### config.mk
export PLATFORM = sky130hd
export DESIGN_NAME = biquad_iir_filter
export DESIGN_NICKNAME = d
export VERILOG_FILES = /design/src/design/bqf_pkg.sv /design/src/design/bqf_serial_mul.sv /design/src/design/biquad_iir_filter.sv
export SDC_FILE = /design/constraint.sdc
export NUM_CORES = 2
export LEC_CHECK = 0
export ABC_AREA = 1
export BUFFER_PORTS_ARGS = -buffer_cell sky130_fd_sc_hd__buf_2
export CORE_UTILIZATION = 30
export DETAILED_ROUTE_END_ITERATION = 12
export PLACE_DENSITY = 0.54
export SETUP_SLACK_MARGIN = 0.4
export SLEW_MARGIN = 20
export SYNTH_ARGS = -nofsm -noshare
export SYNTH_HDL_FRONTEND = slang
export SYNTH_SLANG_ARGS = --single-unit
### constraint.sdc
create_clock -name clock -period 4.7 [get_ports clock]
set_clock_uncertainty 0.05 [all_clocks]
set_input_delay 0.705 -clock clock [delete_from_list [all_inputs] [get_ports clock]]
set_output_delay 0.705 -clock clock [all_outputs]
set_load 0.01 [all_outputs]
### src/design/bqf_pkg.sv
package bqf_pkg;
   localparam int CoefWidth   = 24;
   localparam int GainWidth   = 16;
   localparam int SampleWidth = 16;
   localparam int HistWidth   = 32;
   // 16x16 product is 32 bits, >>4 leaves 28; keep 32 for history
   localparam int AccWidth    = 59;  // five 24x32 products, signed, with growth
   localparam int CsrIdxWidth = 3;
   localparam int CsrWidth    = 24;

   localparam logic [CsrIdxWidth-1:0] RegFf0  = 3'd0;
   localparam logic [CsrIdxWidth-1:0] RegFf1  = 3'd1;
   localparam logic [CsrIdxWidth-1:0] RegFf2  = 3'd2;
   localparam logic [CsrIdxWidth-1:0] RegFb1  = 3'd3;
   localparam logic [CsrIdxWidth-1:0] RegFb2  = 3'd4;
   localparam logic [CsrIdxWidth-1:0] RegGain = 3'd5;

   localparam logic signed [CoefWidth-1:0] Ff0Reset  = 24'sd1048576;
   localparam logic [GainWidth-1:0]        GainReset = 16'd4096;

   typedef enum logic [3:0] {
      ST_IDLE = 4'b0001,
      ST_MUL  = 4'b0010,
      ST_FIN  = 4'b0100,
      ST_OUT  = 4'b1000
   } state_type;

   // control from sequencer to multiply unit
   typedef struct packed {
      logic load;   // load operands, clear product
      logic step;   // one multiplier bit
   } mul_ctl_type;
endpackage

### src/design/bqf_serial_mul.sv
// Signed shift-add multiplier, one bit of the multiplier operand per cycle in which ctl.step is set.
// Multiplicand a (signed, WA bits), multiplier b (signed, WB bits).
module bqf_serial_mul import bqf_pkg::*; #(
   parameter int WA = 32,
   parameter int WB = 24
) (
   input  logic                   clock,
   input  mul_ctl_type            ctl,
   input  logic signed [WA-1:0]   a,
   input  logic signed [WB-1:0]   b,
   input  logic [$clog2(WB)-1:0]  bit_idx,
   output logic signed [WA+WB-1:0] prod
);
   logic signed [WA+WB-1:0] prod_ff, prod_in;
   logic signed [WA-1:0]    a_ff, a_in;
   logic [WB-1:0]           b_ff, b_in;
   logic signed [WA+WB-1:0] term;

   always_comb begin
      term = {{WB{a_ff[WA-1]}}, a_ff} <<< bit_idx;
      a_in = a_ff;
      b_in = b_ff;
      prod_in = prod_ff;
      if (ctl.load) begin
         a_in = a;
         b_in = b;
         prod_in = '0;
      end else if (ctl.step && b_ff[bit_idx]) begin
         // sign bit of b carries negative weight
         if (bit_idx == $clog2(WB)'(WB-1))
            prod_in = prod_ff - term;
         else
            prod_in = prod_ff + term;
      end
   end

   always_ff @(posedge clock) begin
      a_ff    <= a_in;
      b_ff    <= b_in;
      prod_ff <= prod_in;
   end

   assign prod = prod_ff;
endmodule

### src/design/biquad_iir_filter.sv
// Direct-form-I biquad on signed 16-bit audio words.
// req_ channel: one input word per transfer, tdata = sample_in.
// rsp_ channel: one output word per input, tdata = sample_out.
// csr_ port: write-only; index 0..4 = ff0,ff1,ff2,fb1,fb2 (Q4.20), 5 = gain
//   (Q4.12). A coefficient write clears the four history registers.
// One word at a time: the input is scaled by a gain pass through ST_MUL and
//   ST_FIN, then the five products are formed with one bit-serial multiplier,
//   each a pass through ST_MUL and ST_FIN, and ST_OUT writes the result;
//   the shared serial multiplier sets the time from accept to rsp_tvalid.
// req_tready is high only while idle. The result is held in an output
//   register until rsp_tready; the next word is accepted in that same cycle.
// Reset: coefficients to ff0 = 1.0, others 0, gain 1.0, history zero,
//   no pending output.
module biquad_iir_filter import bqf_pkg::*; (
   input  logic                   clock,
   input  logic                   reset,
   input  logic                   req_tvalid,
   output logic                   req_tready,
   input  logic [SampleWidth-1:0] req_tdata,  // [15:0] sample_in
   output logic                   rsp_tvalid,
   input  logic                   rsp_tready,
   output logic [SampleWidth-1:0] rsp_tdata,  // [15:0] sample_out
   input  logic                   csr_we,
   input  logic [CsrIdxWidth-1:0] csr_idx,
   input  logic [CsrWidth-1:0]    csr_wdata
);
   localparam int PW = HistWidth + CoefWidth;  // 56-bit product
   localparam int BW = $clog2(CoefWidth);

   // coefficient registers
   logic signed [CoefWidth-1:0] coef_ff [5];
   logic signed [CoefWidth-1:0] coef_in [5];
   logic [GainWidth-1:0]        gain_ff, gain_in;

   // history, Q24.8
   logic signed [HistWidth-1:0] xin1_ff, xin2_ff, yo1_ff, yo2_ff;
   logic signed [HistWidth-1:0] xin1_in, xin2_in, yo1_in, yo2_in;
   logic signed [HistWidth-1:0] x_ff, x_in;      // current scaled input

   state_type                   state_ff, state_in;
   logic [2:0]                  term_ff, term_in;  // product index 0..4, 5 = gain
   logic [BW-1:0]               bit_ff, bit_in;
   logic signed [AccWidth-1:0]  acc_ff, acc_in;
   logic                        ovalid_ff, ovalid_in;
   logic [SampleWidth-1:0]      odata_ff, odata_in;

   mul_ctl_type                 mctl;
   logic signed [HistWidth-1:0] ma;
   logic signed [CoefWidth-1:0] mb;
   logic signed [PW-1:0]        prod;
   logic                        coef_wr;

   // operand select for the shared multiplier
   always_comb begin
      ma = x_ff;
      mb = coef_ff[0];
      case (term_in)
         3'd0: begin ma = x_in;   mb = coef_ff[0]; end
         3'd1: begin ma = xin1_ff; mb = coef_ff[1]; end
         3'd2: begin ma = xin2_ff; mb = coef_ff[2]; end
         3'd3: begin ma = yo1_ff;  mb = coef_ff[3]; end
         3'd4: begin ma = yo2_ff;  mb = coef_ff[4]; end
         // gain pass: sample times gain (gain zero-extended, so positive)
         default: begin
            ma = HistWidth'($signed(req_tdata));
            mb = CoefWidth'({1'b0, gain_ff});
         end
      endcase
   end

   bqf_serial_mul #(.WA(HistWidth), .WB(CoefWidth)) u_mul (
      .clock  (clock),
      .ctl    (mctl),
      .a      (ma),
      .b      (mb),
      .bit_idx(bit_ff),
      .prod   (prod)
   );

   assign coef_wr = csr_we && (csr_idx <= RegFb2);

   logic signed [AccWidth-1:0] acc_next;
   logic signed [AccWidth-1:0] yfull;
   logic signed [HistWidth-1:0] ysat;
   logic signed [HistWidth-1:0] ytrunc;

   always_comb begin
      for (int i = 0; i < 5; i++) coef_in[i] = coef_ff[i];
      gain_in = gain_ff;
      if (csr_we) begin
         unique case (csr_idx)
            RegFf0, RegFf1, RegFf2, RegFb1, RegFb2:
               coef_in[csr_idx] = $signed(csr_wdata);
            RegGain: gain_in = csr_wdata[GainWidth-1:0];
            default: ;
         endcase
      end

      state_in  = state_ff;
      term_in   = term_ff;
      bit_in    = bit_ff;
      acc_in    = acc_ff;
      x_in      = x_ff;
      xin1_in   = xin1_ff;
      xin2_in   = xin2_ff;
      yo1_in    = yo1_ff;
      yo2_in    = yo2_ff;
      ovalid_in = ovalid_ff && !rsp_tready;
      odata_in  = odata_ff;
      mctl      = '0;

      // products with a negative sign in the sum
      if (term_ff == 3'd3 || term_ff == 3'd4)
         acc_next = acc_ff - AccWidth'(prod);
      else
         acc_next = acc_ff + AccWidth'(prod);

      // ST_OUT: acc_ff already holds the complete sum
      yfull = acc_ff >>> 20;
      if (yfull > AccWidth'(32'sh7fffffff))      ysat = 32'sh7fffffff;
      else if (yfull < -AccWidth'(64'sh80000000)) ysat = 32'sh80000000;
      else                                         ysat = yfull[HistWidth-1:0];
      // divide by 256 toward zero
      ytrunc = (ysat + ((ysat < 0) ? 32'sd255 : 32'sd0)) >>> 8;

      unique case (state_ff)
         ST_IDLE: begin
            if (req_tvalid && (!ovalid_ff || rsp_tready)) begin
               term_in = 3'd5;
               bit_in  = '0;
               mctl.load = 1'b1;
               acc_in  = '0;
               state_in = ST_MUL;
            end
         end
         ST_MUL: begin
            mctl.step = 1'b1;
            if ((term_ff == 3'd5 && bit_ff == BW'(GainWidth - 1))
                || bit_ff == BW'(CoefWidth - 1))
               state_in = ST_FIN;
            else
               bit_in = bit_ff + 1'b1;
         end
         ST_FIN: begin
            bit_in = '0;
            if (term_ff == 3'd5) begin
               x_in    = prod[HistWidth+3:4];   // floor(s*g/16)
               term_in = 3'd0;
               mctl.load = 1'b1;
               state_in = ST_MUL;
            end else begin
               acc_in = acc_next;
               if (term_ff == 3'd4) begin
                  state_in = ST_OUT;
               end else begin
                  term_in = term_ff + 1'b1;
                  mctl.load = 1'b1;
                  state_in = ST_MUL;
               end
            end
         end
         ST_OUT: begin
            xin2_in = xin1_ff;
            xin1_in = x_ff;
            yo2_in  = yo1_ff;
            yo1_in  = ysat;
            if (ytrunc > 32'sd32767)       odata_in = 16'h7fff;
            else if (ytrunc < -32'sd32768) odata_in = 16'h8000;
            else                           odata_in = ytrunc[SampleWidth-1:0];
            ovalid_in = 1'b1;
            state_in  = ST_IDLE;
         end
         default: state_in = ST_IDLE;
      endcase

      if (coef_wr) begin
         xin1_in = '0;
         xin2_in = '0;
         yo1_in  = '0;
         yo2_in  = '0;
      end
   end

   always_ff @(posedge clock) begin
      if (reset) begin
         state_ff  <= ST_IDLE;
         ovalid_ff <= 1'b0;
         coef_ff[0] <= Ff0Reset;
         for (int i = 1; i < 5; i++) coef_ff[i] <= '0;
         gain_ff   <= GainReset;
         xin1_ff   <= '0;
         xin2_ff   <= '0;
         yo1_ff    <= '0;
         yo2_ff    <= '0;
      end else begin
         state_ff  <= state_in;
         ovalid_ff <= ovalid_in;
         for (int i = 0; i < 5; i++) coef_ff[i] <= coef_in[i];
         gain_ff   <= gain_in;
         xin1_ff   <= xin1_in;
         xin2_ff   <= xin2_in;
         yo1_ff    <= yo1_in;
         yo2_ff    <= yo2_in;
      end
   end

   always_ff @(posedge clock) begin
      term_ff  <= term_in;
      bit_ff   <= bit_in;
      acc_ff   <= acc_in;
      x_ff     <= x_in;
      odata_ff <= odata_in;
   end

   assign req_tready = (state_ff == ST_IDLE) && (!ovalid_ff || rsp_tready);
   assign rsp_tvalid = ovalid_ff;
   assign rsp_tdata  = odata_ff;
endmodule

==> metrics <==
drt via density=5.142; power density over the cells=524.2 mW/mm2; Netlist Area Pre-Place=0.03246 mm2; Worst R2R Start=bit_ff[0]$_SDFFCE_PN0P_; final cycle utilization of the critical path=100.4%; largest net degree at the start of global routing=201; Die Ht=331.0 um; Hold Path End=rsp_tvalid$_SDFF_PP0_; clk sink count=496; Final Hold Fails=0; final worst slack=-17.48 ps; most frequent cells in the layout=nand2_1, buf_4, nor2_1; placed cell count=6,586; WL per Instance=19.11 um; DIE WIDTH=331.0 um; # H-tree levels=2; Max-slew headroom=21.98%; Synth Register Bits=496; first-pass GRT wire length=194.6 mm; drt drc=0; drt first pass iters=6; Post-Layout Cell Count=6,884; Syn Inst Count=4,737; GRT overflow=0; Hold Path Origin=rsp_tready; Crit Path Category=register to register; Max VDD drop=308.1 uV; gr usage total=22.94%; RSZ-0062 raised after global routing=yes; Buffers & Inverters on Critical Path=6; Initial DRC Count=2,884; Post-synth EDFFs=136; PortBufs=65; CTS Buf Count=59; startpoint types=register; initial core utilization=30.28%; most common cell after layout, fill and taps aside=nand2_1; Netlist cell types=70; Final HPWL DP=92.98 mm; # fillers=10.82k; CP dominant cell by count=nand3_2; Reg2Reg Setup Slack=-20 ps; pre-CTS setup slack=-522.2 ps; Core Region=0.1072 mm2; Register-to-Register Path Depth=28; initial antenna violation count=5; critical path fanouts, max=14; Via Count=35.40k; CP max-delay cell=edfxtp_1; LEAKAGE=0.02076 uW; Mean Syn Cell Area=6.853 um2; worst path arrival time=5290 ps; synthesis-to-layout area growth=44.58%; CTS tree=built; num ports=66; worst reg2reg endpoint=u_mul.prod[53]$_SDFFE_PP0P_; number of global-route vias before repair=33.27k; share of cells above drive strength 1=34.15%; Placement Rows=120; Routed WL=131.5 mm; Post-layout nets=5,608; outcome=complete, but fails checks; CP delay by family, top=simple AND/OR/NAND/NOR gates; Worst-path clk slew=70 ps; worst slew pin tran=1158 ps; Max Cap Viol=0; fin. max-slew vios=0; Clock Latency Late Sink=710 ps; ys async rst share=0%; Post-DRT Antenna Nets=0; die area=0.1095 mm2; Hold Path Depth=4; delay of the slowest critical-path stage=440 ps; placer congestion estimate=0.9566; failing checks=setup timing; clk buf depth=3; sequential fraction of the synthesis area=34.78%; Finish-stage setup viols=2; ys flop type=dfxtp_1; CP Capture Type=register; f_max=212.0 MHz; HP Class=input pin to register; n_diodes=0; Clock Tree Root=clkbuf_16; Post-Syn Nets=4,914; Final min period=4717 ps; Syn. warnings=0; Worst EP required=5270 ps
-- power breakdown --
group          switching (uW)  internal, uW  total (uW)
logic                    8220          6730       14900
registers                 195          4610        4800
clock network            2050          2810        4860
-- synth_stat cells (11+ instances only) --
library cell    n  area, um2
xor2_1        100      875.8
o21a_1         32      240.2
buf_1          18      67.56
nor4_1         11      68.82
nand4_1        45      281.5
o21ai_0       523       2618
nor3_1         49      245.2
a221oi_1       56      490.5
edfxtp_1      136       4084
o211ai_1       33      247.7
ha_1          127       1589
o21ai_1        26      130.1
a22oi_1        11      82.58
nand3_2        18      180.2
xnor2_1        50      437.9
nor2_1        619       2323
inv_1         545       2046
nand2_2        14      87.58
dfxtp_1       360       7207
nand3_1       287       1436
a21boi_0       12      90.09
inv_2          29      108.9
nand2_1       832       3123
o22ai_1        19      118.9
a21oi_1       442       2212
buf_2          35      175.2
clkbuf_1      135      506.7
a31oi_1        49      306.5
-- cells by family after synthesis --
| logic type | synth area share (%) |
|---|---|
| simple gates | 25.06 |
| flops | 34.78 |
| compound gates | 21.51 |
| mux | 0.04624 |
| buf+inv | 9.482 |
| xor+xnor | 4.097 |
| fa+ha+maj | 5.018 |
-- metrics by stage --
step / power (uW) / hold slack (ps) / cell area, um2 / util (%) / TNS [ps]
after floorplan: 10290 / 374.5 / 32470 / - / 0
after global placement: 15200 / 386.0 / 38310 / 35.73 / -5324
after detailed placement: 15180 / 389.0 / 38310 / 35.73 / -6218
after CTS: 22110 / 243.1 / 43470 / 40.55 / -12.20
after global routing: 25920 / 278.8 / 46940 / 43.78 / -2371
final: 24600 / 272.6 / 46940 / 43.78 / -21.73
-- worst min-delay path, cell delays in order --
cell,delay (ps)
buf_2,80
inv_1,40
nand2_1,70
a21oi_1,60
-- per-layer routing --
layer,track usage [%],routed length (um),up-vias
met3,4.174,8813,190
met2,36.09,58750,1040
met4,7.020,4197,4
li1,-,-,17310
met5,0,27,-
met1,31.69,59760,16850
-- worst max path at each step --
stage	start	end	depth (start not counted)	slack (ps)
floorplan	u_mul.prod[1]$_SDFFE_PP0P_	acc_ff[55]$_SDFFCE_PP0P_	29	520
global placement	u_mul.prod[1]$_SDFFE_PP0P_	acc_ff[55]$_SDFFCE_PP0P_	29	-510
detailed placement	u_mul.prod[1]$_SDFFE_PP0P_	acc_ff[55]$_SDFFCE_PP0P_	29	-520
CTS	bit_ff[1]$_SDFFCE_PN0P_	u_mul.prod[53]$_SDFFE_PP0P_	27	-10
global route	bit_ff[0]$_SDFFCE_PN0P_	u_mul.prod[52]$_SDFFE_PP0P_	32	-230
finish	bit_ff[0]$_SDFFCE_PN0P_	u_mul.prod[53]$_SDFFE_PP0P_	28	-20
-- sequential cells by signal (all words and copies together) (netlist names), 5 cells and up --
name	count
coef_ff	120
acc_ff	59
u_mul.prod	56
u_mul.a_ff	32
x_ff	32
xin1_ff	32
xin2_ff	32
yo1_ff	32
yo2_ff	32
u_mul.b_ff	24
gain_ff	16
rsp_tdata	16
bit_ff	5
-- cell type report --
class,count,area (um2),share of cell area [%]
Clock buffer,79,1720,3.665
Clock inverter,32,336.6,0.7171
Inverter,580,2220,4.729
Multi-Input combinational cell,3458,22660,48.28
Sequential cell,496,11290,24.06
Tap cell,1403,1755,3.740
Timing Repair Buffer,835,6942,14.79
Timing Repair inverter,1,8.758,0.01866
-- timing repair --
action                     in CTS  in global routing
hold buffers                    0                  0
setup endpoints to repair      63                 89
pin swaps                     191                323
gates resized for setup       563                654
gates cloned                    4                  6
buffers inserted               95                 81
(Power assumes the default switching activity.)
